[src/hdl/rle_pkg.sv]
// shared widths, register indexes and multiplier result type for the resonator block
package rle_pkg;

	localparam int TIME_BITS = 24;
	localparam int SAMPLE_W = 16;
	localparam int CFG_W = 24;
	localparam int IDX_W = 3;

	localparam int IC_W = 24;
	localparam int B1_W = 18;
	localparam int B2_W = 17;
	localparam int LEN_W = 24;
	localparam int RCP_W = 17;
	localparam int Y_W = 32;

	// time and length compare width, and the signed note_len - t width
	localparam int CMP_W = (LEN_W > TIME_BITS) ? LEN_W : TIME_BITS;
	localparam int DIFF_W = CMP_W + 1;

	// serial multiplier: parallel multiplicand, multiplier shifted out one bit a cycle
	localparam int MC_W = (Y_W > DIFF_W) ? Y_W : DIFF_W;
	localparam int MP_W = 18;
	localparam int PROD_W = MC_W + 1 + MP_W;
	localparam int CNT_W = $clog2(MP_W);

	localparam logic [IDX_W-1:0] REG_INPUT_COEFF = 3'd0;
	localparam logic [IDX_W-1:0] REG_FEEDBACK_ONE = 3'd1;
	localparam logic [IDX_W-1:0] REG_FEEDBACK_TWO = 3'd2;
	localparam logic [IDX_W-1:0] REG_ATTACK_LEN = 3'd3;
	localparam logic [IDX_W-1:0] REG_ATTACK_RECIP = 3'd4;
	localparam logic [IDX_W-1:0] REG_RELEASE_START = 3'd5;
	localparam logic [IDX_W-1:0] REG_RELEASE_RECIP = 3'd6;
	localparam logic [IDX_W-1:0] REG_NOTE_LEN = 3'd7;

	typedef struct packed {
		logic done;
		logic signed [PROD_W-1:0] product;
	} mul_res_t;

endpackage

[src/hdl/rle_mul.sv]
// bit-serial signed shift-add multiplier, one multiplier bit per cycle
module rle_mul (
	input  logic                               clk,
	input  logic                               arst_n,
	input  logic                               start,
	input  logic signed [rle_pkg::MC_W-1:0]    mcand,
	input  logic signed [rle_pkg::MP_W-1:0]    mplier,
	output rle_pkg::mul_res_t                  res
);

	logic                              busy_q;
	logic                              done_q;
	logic [rle_pkg::CNT_W-1:0]         cnt_q;
	logic signed [rle_pkg::MC_W-1:0]   mc_q;
	logic signed [rle_pkg::MC_W:0]     hi_q;
	logic [rle_pkg::MP_W-1:0]          lo_q;

	logic                              last;
	logic signed [rle_pkg::MC_W+1:0]   mc_ext;
	logic signed [rle_pkg::MC_W+1:0]   addend;
	logic signed [rle_pkg::MC_W+1:0]   sum;

	assign last = cnt_q == rle_pkg::CNT_W'(rle_pkg::MP_W - 1);
	assign mc_ext = {{2{mc_q[rle_pkg::MC_W-1]}}, mc_q};

	// the multiplier's sign bit carries negative weight
	always_comb begin
		if (!lo_q[0]) begin
			addend = '0;
		end else if (last) begin
			addend = -mc_ext;
		end else begin
			addend = mc_ext;
		end
	end

	assign sum = {hi_q[rle_pkg::MC_W], hi_q} + addend;

	always_ff @(posedge clk or negedge arst_n) begin
		if (!arst_n) begin
			busy_q <= 1'b0;
			done_q <= 1'b0;
			cnt_q <= '0;
		end else begin
			done_q <= busy_q && last;
			if (start) begin
				busy_q <= 1'b1;
				cnt_q <= '0;
			end else if (busy_q) begin
				cnt_q <= cnt_q + 1'b1;
				if (last) begin
					busy_q <= 1'b0;
				end
			end
		end
	end

	// product bits shift into lo as multiplier bits shift out
	always_ff @(posedge clk) begin
		if (start) begin
			mc_q <= mcand;
			hi_q <= '0;
			lo_q <= mplier;
		end else if (busy_q) begin
			hi_q <= sum[rle_pkg::MC_W+1:1];
			lo_q <= {sum[0], lo_q[rle_pkg::MP_W-1:1]};
		end
	end

	assign res.done = done_q;
	assign res.product = {hi_q, lo_q};

endmodule

[src/hdl/resonator_with_linear_envelope.sv]
// top level: two-pole resonator with linear attack/release envelope and output clip
// Each sample is filtered as y = a*x + b1*y1 - b2*y2, scaled by a linear attack or
// release gain, rounded and clipped to 16 bits; the unclipped enveloped value feeds back.
// The products go one after another through a single bit-serial multiplier that retires
// one multiplier bit per cycle: three products for the filter, one for the envelope gain
// while a ramp is active and one for the gained sample; while the gain is flat at unity
// the gain product is skipped. The block returns to idle when the result is registered
// and takes the next input transaction there. One transaction is in work at a time; a
// finished result waits in the output register, and the next input transaction is taken
// while it waits, but that sample cannot finish until the output register is free. A set
// first flag clears the sample counter and the filter history before that sample is
// processed. Registers are not held per sample, so write them only while the block is
// idle with nothing in flight.
module resonator_with_linear_envelope (
	input  logic                                   clk,
	input  logic                                   arst_n,
	input  logic                                   cfg_write,
	input  logic [rle_pkg::IDX_W-1:0]              cfg_index,
	input  logic [rle_pkg::CFG_W-1:0]              cfg_data,
	input  logic                                   in_valid,
	output logic                                   in_stall,
	input  logic signed [rle_pkg::SAMPLE_W-1:0]    sample_in,
	input  logic                                   first,
	output logic                                   out_valid,
	input  logic                                   out_stall,
	output logic signed [rle_pkg::SAMPLE_W-1:0]    sample_out,
	output logic                                   playing
);

	localparam logic [2:0] ST_IDLE = 3'd0;
	localparam logic [2:0] ST_FILT_X = 3'd1;
	localparam logic [2:0] ST_FILT_Y1 = 3'd2;
	localparam logic [2:0] ST_FILT_Y2 = 3'd3;
	localparam logic [2:0] ST_ROUND = 3'd4;
	localparam logic [2:0] ST_ENV = 3'd5;
	localparam logic [2:0] ST_OUT_MUL = 3'd6;
	localparam logic [2:0] ST_FINISH = 3'd7;

	localparam logic signed [rle_pkg::PROD_W-1:0] P_ONE = rle_pkg::PROD_W'(65536);
	localparam logic signed [rle_pkg::PROD_W-1:0] P_MONE = -P_ONE;
	localparam logic signed [rle_pkg::MP_W-1:0] ENV_ONE = rle_pkg::MP_W'(65536);
	localparam logic signed [rle_pkg::MP_W-1:0] ENV_MONE = -ENV_ONE;
	localparam logic signed [rle_pkg::SAMPLE_W-1:0] CLIP_POS = 16'sd32700;
	localparam logic signed [rle_pkg::SAMPLE_W-1:0] CLIP_NEG = -16'sd32700;

	// configuration registers
	logic signed [rle_pkg::IC_W-1:0]   ic_q;
	logic signed [rle_pkg::B1_W-1:0]   b1_q;
	logic [rle_pkg::B2_W-1:0]          b2_q;
	logic [rle_pkg::LEN_W-1:0]         att_len_q;
	logic [rle_pkg::RCP_W-1:0]         att_rcp_q;
	logic [rle_pkg::LEN_W-1:0]         rel_start_q;
	logic [rle_pkg::RCP_W-1:0]         rel_rcp_q;
	logic [rle_pkg::LEN_W-1:0]         note_len_q;

	logic [2:0]                        state_q;
	logic                              mul_start_q;
	logic                              out_valid_q;
	logic [rle_pkg::TIME_BITS-1:0]     t_q;
	logic signed [rle_pkg::Y_W-1:0]    y1_q;
	logic signed [rle_pkg::Y_W-1:0]    y2_q;

	logic signed [rle_pkg::SAMPLE_W-1:0] x_q;
	logic signed [rle_pkg::PROD_W-1:0]   acc_q;
	logic signed [rle_pkg::Y_W-1:0]      y_q;
	logic signed [rle_pkg::MP_W-1:0]     env_q;
	logic                                env_rel_q;
	logic signed [rle_pkg::Y_W-1:0]      ye_q;
	logic signed [rle_pkg::SAMPLE_W-1:0] sample_out_q;
	logic                                playing_q;

	logic                                in_accept;
	logic                                out_free;
	logic                                t_le_att;
	logic                                t_ge_rel;
	logic [rle_pkg::CMP_W:0]             t_inc;
	logic signed [rle_pkg::DIFF_W-1:0]   diff;
	logic signed [rle_pkg::MC_W-1:0]     mcand;
	logic signed [rle_pkg::MP_W-1:0]     mplier;
	rle_pkg::mul_res_t                   mul_res;
	logic signed [rle_pkg::PROD_W-1:0]   prod;

	// round half up by 16 fraction bits, then saturate to 32 bits
	function automatic logic signed [rle_pkg::Y_W-1:0] rnd_sat(
		input logic signed [rle_pkg::PROD_W-1:0] v
	);
		logic signed [rle_pkg::PROD_W:0]    w;
		logic signed [rle_pkg::PROD_W-16:0] s;
		w = {v[rle_pkg::PROD_W-1], v} + (rle_pkg::PROD_W+1)'(32768);
		s = w[rle_pkg::PROD_W:16];
		if (!s[rle_pkg::PROD_W-16] && (|s[rle_pkg::PROD_W-17:rle_pkg::Y_W-1])) begin
			return {1'b0, {(rle_pkg::Y_W-1){1'b1}}};
		end else if (s[rle_pkg::PROD_W-16] && !(&s[rle_pkg::PROD_W-17:rle_pkg::Y_W-1])) begin
			return {1'b1, {(rle_pkg::Y_W-1){1'b0}}};
		end else begin
			return s[rle_pkg::Y_W-1:0];
		end
	endfunction

	function automatic logic signed [rle_pkg::SAMPLE_W-1:0] clip16(
		input logic signed [rle_pkg::Y_W-1:0] v
	);
		if (!v[rle_pkg::Y_W-1] && (|v[rle_pkg::Y_W-2:rle_pkg::SAMPLE_W-1])) begin
			return CLIP_POS;
		end else if (v[rle_pkg::Y_W-1] && !(&v[rle_pkg::Y_W-2:rle_pkg::SAMPLE_W-1])) begin
			return CLIP_NEG;
		end else begin
			return v[rle_pkg::SAMPLE_W-1:0];
		end
	endfunction

	assign in_stall = state_q != ST_IDLE;
	assign in_accept = in_valid && !in_stall;
	assign out_free = !out_valid_q || !out_stall;

	assign t_le_att = rle_pkg::CMP_W'(t_q) <= rle_pkg::CMP_W'(att_len_q);
	assign t_ge_rel = rle_pkg::CMP_W'(t_q) >= rle_pkg::CMP_W'(rel_start_q);
	assign t_inc = (rle_pkg::CMP_W+1)'(t_q) + 1'b1;
	assign diff = $signed(rle_pkg::DIFF_W'(note_len_q)) - $signed(rle_pkg::DIFF_W'(t_q));

	// operand select for the shared multiplier, latched on mul_start_q
	always_comb begin
		mcand = '0;
		mplier = '0;
		unique case (state_q)
			ST_FILT_X: begin
				mcand = rle_pkg::MC_W'(ic_q);
				mplier = rle_pkg::MP_W'(x_q);
			end
			ST_FILT_Y1: begin
				mcand = rle_pkg::MC_W'(y1_q);
				mplier = rle_pkg::MP_W'(b1_q);
			end
			ST_FILT_Y2: begin
				mcand = rle_pkg::MC_W'(y2_q);
				mplier = rle_pkg::MP_W'(b2_q);
			end
			ST_ENV: begin
				if (env_rel_q) begin
					mcand = rle_pkg::MC_W'(diff);
					mplier = rle_pkg::MP_W'(rel_rcp_q);
				end else begin
					mcand = rle_pkg::MC_W'(t_q);
					mplier = rle_pkg::MP_W'(att_rcp_q);
				end
			end
			ST_OUT_MUL: begin
				mcand = rle_pkg::MC_W'(y_q);
				mplier = env_q;
			end
			default: begin
				mcand = '0;
				mplier = '0;
			end
		endcase
	end

	rle_mul u_mul (
		.clk    (clk),
		.arst_n (arst_n),
		.start  (mul_start_q),
		.mcand  (mcand),
		.mplier (mplier),
		.res    (mul_res)
	);

	assign prod = mul_res.product;

	always_ff @(posedge clk or negedge arst_n) begin
		if (!arst_n) begin
			ic_q <= '0;
			b1_q <= '0;
			b2_q <= rle_pkg::B2_W'(58982);
			att_len_q <= rle_pkg::LEN_W'(4410);
			att_rcp_q <= rle_pkg::RCP_W'(15);
			rel_start_q <= '0;
			rel_rcp_q <= rle_pkg::RCP_W'(15);
			note_len_q <= '0;
			state_q <= ST_IDLE;
			mul_start_q <= 1'b0;
			out_valid_q <= 1'b0;
			t_q <= '0;
			y1_q <= '0;
			y2_q <= '0;
		end else begin
			mul_start_q <= 1'b0;
			if (out_valid_q && !out_stall) begin
				out_valid_q <= 1'b0;
			end
			if (cfg_write) begin
				unique case (cfg_index)
					rle_pkg::REG_INPUT_COEFF:   ic_q <= cfg_data[rle_pkg::IC_W-1:0];
					rle_pkg::REG_FEEDBACK_ONE:  b1_q <= cfg_data[rle_pkg::B1_W-1:0];
					rle_pkg::REG_FEEDBACK_TWO:  b2_q <= cfg_data[rle_pkg::B2_W-1:0];
					rle_pkg::REG_ATTACK_LEN:    att_len_q <= cfg_data[rle_pkg::LEN_W-1:0];
					rle_pkg::REG_ATTACK_RECIP:  att_rcp_q <= cfg_data[rle_pkg::RCP_W-1:0];
					rle_pkg::REG_RELEASE_START: rel_start_q <= cfg_data[rle_pkg::LEN_W-1:0];
					rle_pkg::REG_RELEASE_RECIP: rel_rcp_q <= cfg_data[rle_pkg::RCP_W-1:0];
					rle_pkg::REG_NOTE_LEN:      note_len_q <= cfg_data[rle_pkg::LEN_W-1:0];
					default: ;
				endcase
			end
			unique case (state_q)
				ST_IDLE: begin
					if (in_valid) begin
						if (first) begin
							t_q <= '0;
							y1_q <= '0;
							y2_q <= '0;
						end
						mul_start_q <= 1'b1;
						state_q <= ST_FILT_X;
					end
				end
				ST_FILT_X: begin
					if (mul_res.done) begin
						mul_start_q <= 1'b1;
						state_q <= ST_FILT_Y1;
					end
				end
				ST_FILT_Y1: begin
					if (mul_res.done) begin
						mul_start_q <= 1'b1;
						state_q <= ST_FILT_Y2;
					end
				end
				ST_FILT_Y2: begin
					if (mul_res.done) begin
						state_q <= ST_ROUND;
					end
				end
				ST_ROUND: begin
					mul_start_q <= 1'b1;
					// flat envelope skips the gain product
					if (t_le_att || t_ge_rel) begin
						state_q <= ST_ENV;
					end else begin
						state_q <= ST_OUT_MUL;
					end
				end
				ST_ENV: begin
					if (mul_res.done) begin
						mul_start_q <= 1'b1;
						state_q <= ST_OUT_MUL;
					end
				end
				ST_OUT_MUL: begin
					if (mul_res.done) begin
						state_q <= ST_FINISH;
					end
				end
				ST_FINISH: begin
					if (out_free) begin
						out_valid_q <= 1'b1;
						y2_q <= y1_q;
						y1_q <= ye_q;
						if (!(&t_q)) begin
							t_q <= t_q + 1'b1;
						end
						state_q <= ST_IDLE;
					end
				end
				default: state_q <= ST_IDLE;
			endcase
		end
	end

	always_ff @(posedge clk) begin
		if (in_accept) begin
			x_q <= sample_in;
		end
		unique case (state_q)
			ST_FILT_X: begin
				if (mul_res.done) begin
					acc_q <= prod;
				end
			end
			ST_FILT_Y1: begin
				if (mul_res.done) begin
					acc_q <= acc_q + prod;
				end
			end
			ST_FILT_Y2: begin
				if (mul_res.done) begin
					acc_q <= acc_q - prod;
				end
			end
			ST_ROUND: begin
				y_q <= rnd_sat(acc_q);
				env_rel_q <= !t_le_att;
				if (!t_le_att && !t_ge_rel) begin
					env_q <= ENV_ONE;
				end
			end
			ST_ENV: begin
				if (mul_res.done) begin
					if (prod > P_ONE) begin
						env_q <= ENV_ONE;
					end else if (env_rel_q && (prod < P_MONE)) begin
						env_q <= ENV_MONE;
					end else begin
						env_q <= prod[rle_pkg::MP_W-1:0];
					end
				end
			end
			ST_OUT_MUL: begin
				if (mul_res.done) begin
					ye_q <= rnd_sat(prod);
				end
			end
			ST_FINISH: begin
				if (out_free) begin
					sample_out_q <= clip16(ye_q);
					playing_q <= t_inc < (rle_pkg::CMP_W+1)'(note_len_q);
				end
			end
			default: ;
		endcase
	end

	assign out_valid = out_valid_q;
	assign sample_out = sample_out_q;
	assign playing = playing_q;

	a_start_after_accept: assert property (@(posedge clk) disable iff (!arst_n)
		in_accept |=> mul_start_q)
		else $error("multiplier not started after input transaction");

	a_done_in_mul_state: assert property (@(posedge clk) disable iff (!arst_n)
		mul_res.done |-> (state_q == ST_FILT_X || state_q == ST_FILT_Y1 ||
			state_q == ST_FILT_Y2 || state_q == ST_ENV || state_q == ST_OUT_MUL))
		else $error("multiplier finished outside a product state");

	a_env_range: assert property (@(posedge clk) disable iff (!arst_n)
		(state_q == ST_OUT_MUL) |-> (env_q <= ENV_ONE && env_q >= ENV_MONE))
		else $error("envelope gain out of range");

	a_out_from_finish: assert property (@(posedge clk) disable iff (!arst_n)
		$rose(out_valid_q) |-> $past(state_q == ST_FINISH))
		else $error("result shown without finishing a sample");

endmodule
[config.mk]
export PLATFORM = sky130hd
export DESIGN_NAME = resonator_with_linear_envelope
export DESIGN_NICKNAME = d
export VERILOG_FILES = /design/src/hdl/rle_pkg.sv /design/src/hdl/rle_mul.sv /design/src/hdl/resonator_with_linear_envelope.sv
export SDC_FILE = /design/constraint.sdc
export NUM_CORES = 1
export LEC_CHECK = 0
export BUFFER_PORTS_ARGS = -buffer_cell sky130_fd_sc_hd__buf_4
export CAP_MARGIN = 20
export CORE_MARGIN = 3
export CORE_UTILIZATION = 50
export DETAILED_ROUTE_END_ITERATION = 6
export PLACE_DENSITY = 0.73
export SLEW_MARGIN = 20
export SYNTH_ARGS = -nofsm -noshare
export SYNTH_HDL_FRONTEND = slang
export SYNTH_HIERARCHICAL = 1
export SYNTH_SLANG_ARGS = --single-unit
[constraint.sdc]
create_clock -name clk -period 6.43 [get_ports clk]
set_clock_uncertainty 0.05 [all_clocks]
set_input_delay 0.3215 -clock clk [delete_from_list [all_inputs] [get_ports clk]]
set_output_delay 0.3215 -clock clk [all_outputs]
set_load 0.005 [all_outputs]
==> out/qor.yml <==
syn-mean-instance-area_um2: 9.932
crit_family: "simple AND/OR/NAND/NOR gates"
grt_start_max_net_pins: 165
critPathLaunch: "u_mul/lo_q[5]"
arrival_ns: 5.90
ios: 68
synth_cells: 3293
gp_congestion: 0.9900
syn_area_mm2: 0.03271
async_reset_ff_frac: 0.5146
num_vias: 26107
drc: 0
first_pass_iters: 6
worstPathMaxFanout: 8
finalSetupTns_ns: 0
powerDensity_mw_per_mm2: 431.0
fmax_mhz: 178.6
crit_buf_inv: 0
antenna_found_initial: 5
total_power_mw: 15.71
initial_core_util: 0.5064
grt_usage: 0.2634
grt_pass1_wl_um: 142200
rsz0062_at_grt: "no"
cp.depth: 18
ys_seq_elements: 515
grt-ovfl-total: 0
dp.cells: 4083
cts_buffers: 57
synth_cell_type_count: 93
rows: 93
critical_path_class: "reg -> reg"
wl_met1_um: 39820
reg2reg_to: "acc_q[50]"
whs_path_depth: 2
slowest_stage: "nor4_2"
via_per_inst: 6.160
met3WireLength_um: 6358
cts_setup_buffers: 0
cp_cell_sequence: "nor4_2 > and3_1 > nand4_1 > nor2_1 > nand2_1 > nor4_2 > nor2_1 > xnor2_1 > ha_1 > a21o_1 > a21oi_1 > o22ai_1 > a211o_1 > o2bb2ai_1 > a211o_1 > a21boi_1 > o221ai_1 > or4_1"
outcome: "finished, final reports clean"
hold_class: "in -> reg"
finalSetupViolCount: 0
die_h_um: 261.8
wl_um: 90890
period_needed_ns: 5.599
wl_per_cell_um: 21.45
seq_area_frac_synth: 0.4231
synth-main-ff-cell: "dfrtp_1"
met2_wirelength_um: 41410
whs_ns: 0.04010
finalCritPeriodShare: 0.8708
core_mm2: 0.06458
drv_cap: 0
htree_levels: 2
drive_gt1_frac: 0.1411
r2r_setup_slack_ns: 0.83
finalHoldViolations: 0
critPathCapture: "acc_q[50]"
drt_iter0_markers: 2475
maxUsedRoutingLayer: "met4"
ctsHoldBuffers: 41
cts-root-buf: "clkbuf_16"
die_area_mm2: 0.06852
slew_headroom: 0.2652
cts_resized: 0
power_leakage_nw: 15.32
layout.nets: 3570
syn_to_final_growth_pct: 11.45
yosys_warnings: 6
synth.net_count: 3532
nFillCells: 5504
required_ns: 6.73
dp_hpwl_um: 64600
max-vdd-ir-drop_v: 0.0003465
ant_nets: 0
synth-edff-count: 217
dieWidth_um: 261.8
clockBufferDepth: 3
slowest_delay_ns: 0.52
r2r-start: "u_mul/lo_q[5]"
slew_viol_final: 0
cts_tree: "built"
fin_cells: 4238
placement.io_buffers: 67
start_kind: "register"
cts_sinks: 515
grt_pass1_vias: 24972
insertion_delay_ns: 0.63
tightest_slew_ns: 1.088
reg2regPathDepth: 18
cp-end-kind: "register"
path_clk_slew_ns: 0.07
-- logic make-up (layout without fill, tap and decap cells) --
| kind of cell | after synthesis | after routing | share of synthesized area |
|---|---|---|---|
| fa+ha+maj | 190 | 190 | 0.07338 |
| mux | 286 | 286 | 0.09545 |
| flops | 515 | 515 | 0.4231 |
| other cells | 0 | 3 | 0 |
| simple gates | 853 | 853 | 0.1329 |
| xor+xnor | 234 | 234 | 0.06324 |
| buf+inv | 339 | 426 | 0.03906 |
| compound gates | 876 | 876 | 0.1728 |
-- registers in the layout, summed over array words and instances (netlist names), 18 cells and up --
register and flops:
acc_q 51, u_mul/hi_q 33, u_mul/mc_q 32, y1_q 32, y2_q 32, y_q 32, ye_q 32, att_len_q 24
ic_q 24, note_len_q 24, rel_start_q 24, t_q 24, b1_q 18, env_q 18, u_mul/lo_q 18
-- report_power, final --
group          internal [mW]  total (mW)  switching (mW)
logic                   2.93        7.02            4.09
clock network           1.96        3.38            1.42
registers               4.44        5.31           0.870
-- area by class of cell --
type / instances / area [µm²] / area share
sequential: 515 / 13850 / 0.3799
inverter: 160 / 600.6 / 0.01648
timing repair buffer: 158 / 1316 / 0.03611
multi-input combinational: 2439 / 17690 / 0.4853
tap: 855 / 1070 / 0.02935
antenna: 3 / 7.507 / 0.0002060
clock buffer: 76 / 1570 / 0.04308
clock inverter: 32 / 349.1 / 0.009577
-- metal layers --
layer  up-vias  global-route usage
li1      12170                   -
met1     12740              0.3727
met2      1009              0.4189
met3       188             0.03180
met4         0             0.09332
met5         -                   0
-- synth_stat cells (11+ instances only) --
library cell	number	area [µm²]
nand2_1	249	934.7
dfrtp_1	242	6056
edfxtp_1	217	6516
mux2_2	206	2320
ha_1	187	2340
a21oi_1	181	905.9
nor2_1	174	653.1
o21ai_0	169	845.8
inv_1	160	600.6
clkbuf_1	156	585.6
xnor2_1	129	1130
xor2_1	104	910.9
o21ai_1	96	480.5
a21o_1	90	675.7
mux2i_1	79	790.8
a22o_1	67	586.8
nand3_1	64	320.3
nor3_1	61	305.3
nand4_1	56	350.3
and3_1	43	269.0
and2_1	41	256.5
nand2b_1	38	237.7
dfxtp_1	33	660.6
a221oi_1	28	245.2
nor2b_1	26	162.7
o21a_1	26	195.2
o31ai_1	26	195.2
o22ai_1	24	150.1
dfstp_2	23	604.3
buf_1	21	78.83
o21bai_1	19	142.6
a31oi_1	18	112.6
or3_1	18	112.6
a22oi_1	17	127.6
a211oi_1	16	120.1
nor4_1	15	93.84
o211ai_1	12	90.09
and4_1	11	96.34
-- stage by stage --
stage	area, µm²	utilization	setup slack, ns
6_report	36450	0.5644	0.8308
5_1_grt	36440	0.5643	0.4752
4_1_cts	36410	0.5638	0.8809
3_5_place_dp	34080	0.5277	0.9414
3_3_place_gp	34080	0.5277	0.9575
2_1_floorplan	32710	-	1.332
-- how the worst min path moves through the flow --
stage / endpoint / start / slack (ns)
2_1_floorplan: att_len_q[0] / arst_n / -0.02
3_3_place_gp: u_mul/cnt_q[4] / arst_n / 0.37
3_5_place_dp: y2_q[30] / arst_n / 0.38
4_1_cts: att_rcp_q[13] / cfg_data[13] / 0.0005
5_1_grt: rel_start_q[13] / cfg_data[13] / 0.02
6_report: rel_rcp_q[13] / cfg_data[13] / 0.04
-- cell usage in the layout, fill, tap and decap left out, types with 79 or more instances in the layout --
master    Yosys  layout
nand2_1     249     248
ha_1        187     187
o21ai_1      96      95
inv_1       160     160
edfxtp_1    217     217
xor2_1      104     104
a21oi_1     181     179
mux2_2      206     206
xnor2_1     129     129
o21ai_0     169     169
mux2i_1      79      79
a21o_1       90      90
buf_4         1     112
nor2_1      174     174
dfrtp_1     242     238
Note: power is estimated with default switching activity, not from simulation.
